## config.mk

```make
export PLATFORM = sky130hd
export DESIGN_NAME = fitm_div
export DESIGN_NICKNAME = d
export VERILOG_FILES = /design/src/rtl/fitm_pkg.sv /design/src/rtl/fitm_div.sv
export VERILOG_INCLUDE_DIRS = /design/src /design/src/rtl
export SDC_FILE = /design/constraint.sdc
export NUM_CORES = 1
export LEC_CHECK = 0
export ABC_AREA = 1
export CELL_PAD_IN_SITES_DETAIL_PLACEMENT = 1
export CELL_PAD_IN_SITES_GLOBAL_PLACEMENT = 2
export CORE_ASPECT_RATIO = 0.75
export CORE_UTILIZATION = 35
export CTS_CLUSTER_DIAMETER = 80
export DETAILED_ROUTE_END_ITERATION = 16
export DONT_BUFFER_PORTS = 1
export GPL_TIMING_DRIVEN = 0
export HOLD_SLACK_MARGIN = 0.03
export PLACE_DENSITY = 0.89
export SLEW_MARGIN = 20
export SYNTH_ARGS = -nofsm -noshare
export SYNTH_HDL_FRONTEND = slang
export SYNTH_SLANG_ARGS = --single-unit
```

## constraint.sdc

```tcl
create_clock -name clk -period 2.35 [get_ports clk]
set_clock_uncertainty 0.15 [all_clocks]
set_input_delay 0 -clock clk [delete_from_list [all_inputs] [get_ports clk]]
set_output_delay 0 -clock clk [all_outputs]
set_load 0.01 [all_outputs]
```

## src/rtl/assert_macros.svh

```systemverilog
// assertion macros shared by the monitor rtl
// expects clk and rst_n in the scope of each use
`ifndef ASSERT_MACROS_SVH
`define ASSERT_MACROS_SVH

// condition must never hold at a clock edge outside reset
`define ASSERT_NEVER(label, expr, msg) \
    label: assert property (@(posedge clk) disable iff (!rst_n) !(expr)) \
        else $error(msg);

// when pre holds, post must hold at the same edge
`define ASSERT_IMPLY(label, pre, post, msg) \
    label: assert property (@(posedge clk) disable iff (!rst_n) (pre) |-> (post)) \
        else $error(msg);

`endif

```

## src/rtl/fitm_pkg.sv

```systemverilog
// shared constants, widths, codes and control structs for the flux interval monitor
// no dependencies
`timescale 1ns / 1ps

package fitm_pkg;

    // histogram and log geometry
    localparam int HIST_BUCKETS = 1024;
    localparam int BUCKET_NS    = 10;
    localparam int LOG_DEPTH    = 4096;

    // field widths
    localparam int LAT_W    = 16;
    localparam int POS_W    = 32;
    localparam int CNT_W    = 32;
    localparam int DEV_W    = 8;
    localparam int THR_W    = 8;
    localparam int TIMING_W = 40;
    localparam int FILL_W   = 13;

    localparam int HIST_AW      = $clog2(HIST_BUCKETS);
    localparam int LOG_AW       = $clog2(LOG_DEPTH);
    localparam int LOG_CW       = $clog2(LOG_DEPTH + 1);
    localparam int HIST_SPAN_NS = HIST_BUCKETS * BUCKET_NS;

    // bucket index by reciprocal multiply, exact for any 16-bit latency
    localparam int RECIP_SH = 22;
    localparam int RECIP_W  = RECIP_SH + 1;
    localparam int RECIP    = (2 ** RECIP_SH + BUCKET_NS - 1) / BUCKET_NS;
    localparam int PROD_W   = LAT_W + RECIP_W;

    // deviation percent
    localparam int PCT_SCALE   = 100;
    localparam int DVD_W       = 23;
    localparam int DIV_CW      = $clog2(DVD_W);
    localparam int DEV_MAX     = 127;
    localparam int DEV_MIN_MAG = 128;
    localparam int THR_RESET   = 10;

    // command codes
    typedef enum logic [1:0] {
        CMD_RECORD  = 2'd0,
        CMD_HIST_RD = 2'd1,
        CMD_LOG_RD  = 2'd2,
        CMD_UNUSED  = 2'd3
    } cmd_t;

    // interval classification
    typedef enum logic [1:0] {
        BT_NORMAL = 2'd0,
        BT_LONG   = 2'd1,
        BT_SHORT  = 2'd2
    } bit_type_t;

    typedef struct packed {
        logic rd_en;
        logic inc_en;
    } hist_ctl_t;

    typedef struct packed {
        logic rd_en;
        logic append_en;
    } log_ctl_t;

    typedef struct packed {
        logic [POS_W-1:0]    pos;
        logic [TIMING_W-1:0] timing;
    } log_entry_t;

endpackage

```

## src/rtl/fitm_div.sv

```systemverilog
// restoring divider, one quotient bit per cycle, for the deviation percent
// depends on fitm_pkg
`timescale 1ns / 1ps
`include "assert_macros.svh"

module fitm_div
    import fitm_pkg::*;
(
    input  logic             clk,
    input  logic             rst_n,
    input  logic             start,
    input  logic [DVD_W-1:0] dividend,
    input  logic [LAT_W-1:0] divisor,
    output logic             done,
    output logic [DVD_W-1:0] quotient
);

    logic [DVD_W-1:0]  dq_reg;
    logic [LAT_W-1:0]  rem_reg;
    logic [LAT_W-1:0]  dvs_reg;
    logic [DIV_CW-1:0] cnt_reg;
    logic              busy_reg;
    logic              done_reg;

    logic [LAT_W:0] rem_sh;
    logic [LAT_W:0] rem_sub;
    logic           ge;
    logic [LAT_W-1:0] rem_next;

    always_comb
    begin
        rem_sh   = {rem_reg, dq_reg[DVD_W-1]};
        rem_sub  = rem_sh - {1'b0, dvs_reg};
        ge       = (rem_sh >= {1'b0, dvs_reg});
        rem_next = ge ? rem_sub[LAT_W-1:0] : rem_sh[LAT_W-1:0];
    end

    always_ff @(posedge clk or negedge rst_n)
    begin
        if (!rst_n)
        begin
            busy_reg <= 1'b0;
            done_reg <= 1'b0;
            cnt_reg  <= '0;
        end
        else if (start)
        begin
            busy_reg <= 1'b1;
            done_reg <= 1'b0;
            cnt_reg  <= DIV_CW'(DVD_W - 1);
        end
        else if (busy_reg)
        begin
            if (cnt_reg == '0)
            begin
                busy_reg <= 1'b0;
                done_reg <= 1'b1;
            end
            else
            begin
                cnt_reg <= cnt_reg - DIV_CW'(1);
            end
        end
        else
        begin
            done_reg <= 1'b0;
        end
    end

    // datapath, no reset needed
    always_ff @(posedge clk)
    begin
        if (start)
        begin
            dq_reg  <= dividend;
            rem_reg <= '0;
            dvs_reg <= divisor;
        end
        else if (busy_reg)
        begin
            dq_reg  <= {dq_reg[DVD_W-2:0], ge};
            rem_reg <= rem_next;
        end
    end

    assign done     = done_reg;
    assign quotient = dq_reg;

    `ASSERT_NEVER(a_div_restart, start && busy_reg, "divider started while busy")

endmodule

```

==> run metrics <==
status=complete, no violations; drt first-iter violations=between 150 and 200; number of global-route vias before repair=3,473; WP data required=between 2 and 2.5 ns; Hold Path Class=in2reg; Slowest Stage Delay on Critical Path=about 0.48 ns; CTS root buf=clkbuf_16; share of cells above drive strength 1=0.09779; global-route wire length before repair=~18,000 µm; Final Power=slightly below 0.005 W; drc violations=0; n_diodes=0; sw power=approximately 0.0019 W; clock buffer depth=2; max reg flops=23; core box area=between 0.009 and 0.01 mm²; Max Cap Viol=0; final setup vio count=0; Starting Density=0.3684; Post-Synthesis Cells=~480; Num Clock Sinks=62; die area=roughly 0.011 mm²; largest net degree at the start of global routing=31; combinational power share=0.414; fin worst setup slack=between 0.03 and 0.04 ns; clock slew at reported path FFs=about 0.06 ns; via/cell ratio=roughly 4.9; Mean Syn Cell Area=7.671 µm²; CTS tree=yes; Die Span X=between 100 and 150 µm; Boundary Pins=66; nets=598; routed vias=about 3,300; Initial DRT Pass Iterations=4; Cell variety after synth=34; most common cell after layout, fill and taps aside=nand2_1; die height=~90 µm; Net Sw Frac=0.3925; GRT overflow=0; top_reg_cell synth=edfxtp_1; initial antenna violation count=0; #FFs+latches synth=62; Filler Cells Inserted=1,201; internal power=between 0.002 and 0.003 W; final antenna-violating net count=0; Clk network pwr share=0.272; Final Max Slew Viols=0; total wire length=11,450 µm; sequential area share after synthesis=0.4574; worst skew pair latency=0.34 ns; Min Hold Slack=between 0.07 and 0.08 ns; Mapped Area=between 0.003 and 0.004 mm²; Most common cell on crit path=nand2_1; Detailed Place HPWL=approximately 7600 µm; fmax=0.4314 GHz; GRT Total Usage=0.2245; CP Class=reg2reg; EDFF count, synth=39; Critical Path AT=about 2.4 ns; area grow syn2layout=27.30%; period utilisation layout=0.9864; Buffers on Ports=0; DR WL/cell=around 17 µm; RePlAce Congestion=around 0.85; crit-path max FO=4; pre-CTS setup slack=-0.01140 ns; Synth Net Count=roughly 540; pwr dens=about 1000 mW/mm²; total CTS buffers=9; Cell Rows=31; CTS H-tree depth=3; Hold Violations, Final=0; CP cell instances=inv_2 > ha_2 > fa_2 > nor2_2 > nor2_2 > o21ai_2 > nand2_1 > nand3_1 > nand3_2 > nand2_1 > nand2_1; relative slew slack=0.3843; most frequent cells in the layout=182 x nand2_1, 74 x inv_1, 46 x dlygate4sd3_1; Pleak=~2.3 nW; Synth async-reset ratio=0.1129; number of synthesis warnings=0; slowest library cell on the worst path=edfxtp_1; VDD IR max=roughly 0.0006 V; Critical Path Sink Type=flip-flop; post-layout min period=2.318 ns; slew at the pin closest to its max-slew limit=0.9205 ns; register share of total power=0.314; Final Util=0.4689; crit start category=flip-flop
## metal layers
| layer | share of wire | GRT usage | vias to the layer above |
|---|---|---|---|
| met3 | 0.049 | 0.05997 | 20 |
| li1 | - | - | 1630 |
| met5 | 0 | 0 | - |
| met4 | 0.018 | 0.06667 | 0 |
| met1 | 0.46 | 0.2885 | 1590 |
| met2 | 0.47 | 0.3680 | 79 |
## cells in the mapped netlist (3+ instances only)
cell / n / share of area
dfxtp_1: 16 / 0.088
ha_1: 18 / 0.062
nand3_1: 37 / 0.051
edfxtp_1: 39 / 0.32
a21oi_1: 12 / 0.016
nand4_1: 6 / 0.010
dfrtp_1: 7 / 0.048
inv_1: 76 / 0.078
nand2_1: 187 / 0.19
nor2_1: 20 / 0.021
clkbuf_1: 4 / 0.0041
nor2_2: 3 / 0.0052
nand3_2: 3 / 0.0082
nor3_1: 4 / 0.0055
xnor2_1: 4 / 0.0096
nand3b_1: 7 / 0.014
o21ai_0: 10 / 0.014
## cell families (layout without fill, tap and decap cells)
group,Yosys count,count (layout),share of synthesized area
XOR/XNOR,6,6,0.01442
AO/OA/AOI/OAI,30,30,0.04671
adder cells (fa/ha/maj),19,19,0.06731
buffers and inverters,87,154,0.09546
flip-flops,62,62,0.4574
AND/OR/NAND/NOR,271,271,0.3187
## cell type report
type                    count  area, µm²  share of cell area
flip-flops and latches     62       1667              0.3593
multi-input cells         326       1668              0.3596
inverters                  78      292.8             0.06312
plain buffers               9      58.81             0.01268
repair buffers             51      501.7              0.1082
well taps                 132      165.2             0.03561
clock buffers              12      236.5             0.05098
clock inverters             4      48.80             0.01052
## path summary, 6_finish.rpt
kind / from / to / slack [ns] / cells past startpoint
worst max-delay path: quotient[22] / rem_reg[14] / 0.03 / 11
worst min-delay path: start / done / 0.07 / 4
worst max register to register: quotient[22] / rem_reg[14] / 0.03 / 11
worst min register to register: cnt_reg[0] / cnt_reg[0] / 0.31 / 1
max in group asynchronous: rst_n / cnt_reg[0] / 1.39 / 2
min in group asynchronous: rst_n / done / 0.40 / 2
## metrics by stage
step                area (µm²)  instances  TNS (ns)
global placement          3809        607  -0.04907
global route              4638        674  -0.06520
detailed placement        3809        607  -0.01140
floorplan                 3643        475         0
CTS                       4558        669         0
finish                    4638        674         0
## what timing repair did
item                                    in CTS  in global routing
pin swaps                                    0                  5
hold buffers                                46                  0
endpoints found under the setup margin       1                 12
endpoints found under the hold margin       67                  0
setup buffers                                0                  5
resized for setup                            1                 16
## power by group through the flow
stage / combinational (W) / clock, W / sequential, W
after CTS: 0.00185 / 0.00133 / 0.00152
after detailed placement: 0.00175 / 0 / 0.00154
final: 0.00200 / 0.00132 / 0.00152
after global placement: 0.00169 / 0 / 0.00153
after floorplan: 0.00133 / 0 / 0.00149
after global routing: 0.00225 / 0.00137 / 0.00154
## worst max-delay path, delay by kind of cell (launching register included)
kind / cells / cell delay (ns)
buffers and inverters: 1 / 0.06
adders and majority gates: 2 / 0.63
and+or+nand+nor: 7 / 0.70
DFF: 1 / 0.48
AOI/OAI and AO/OA: 1 / 0.19
No activity file was read; power rests on OpenSTA's default activity.
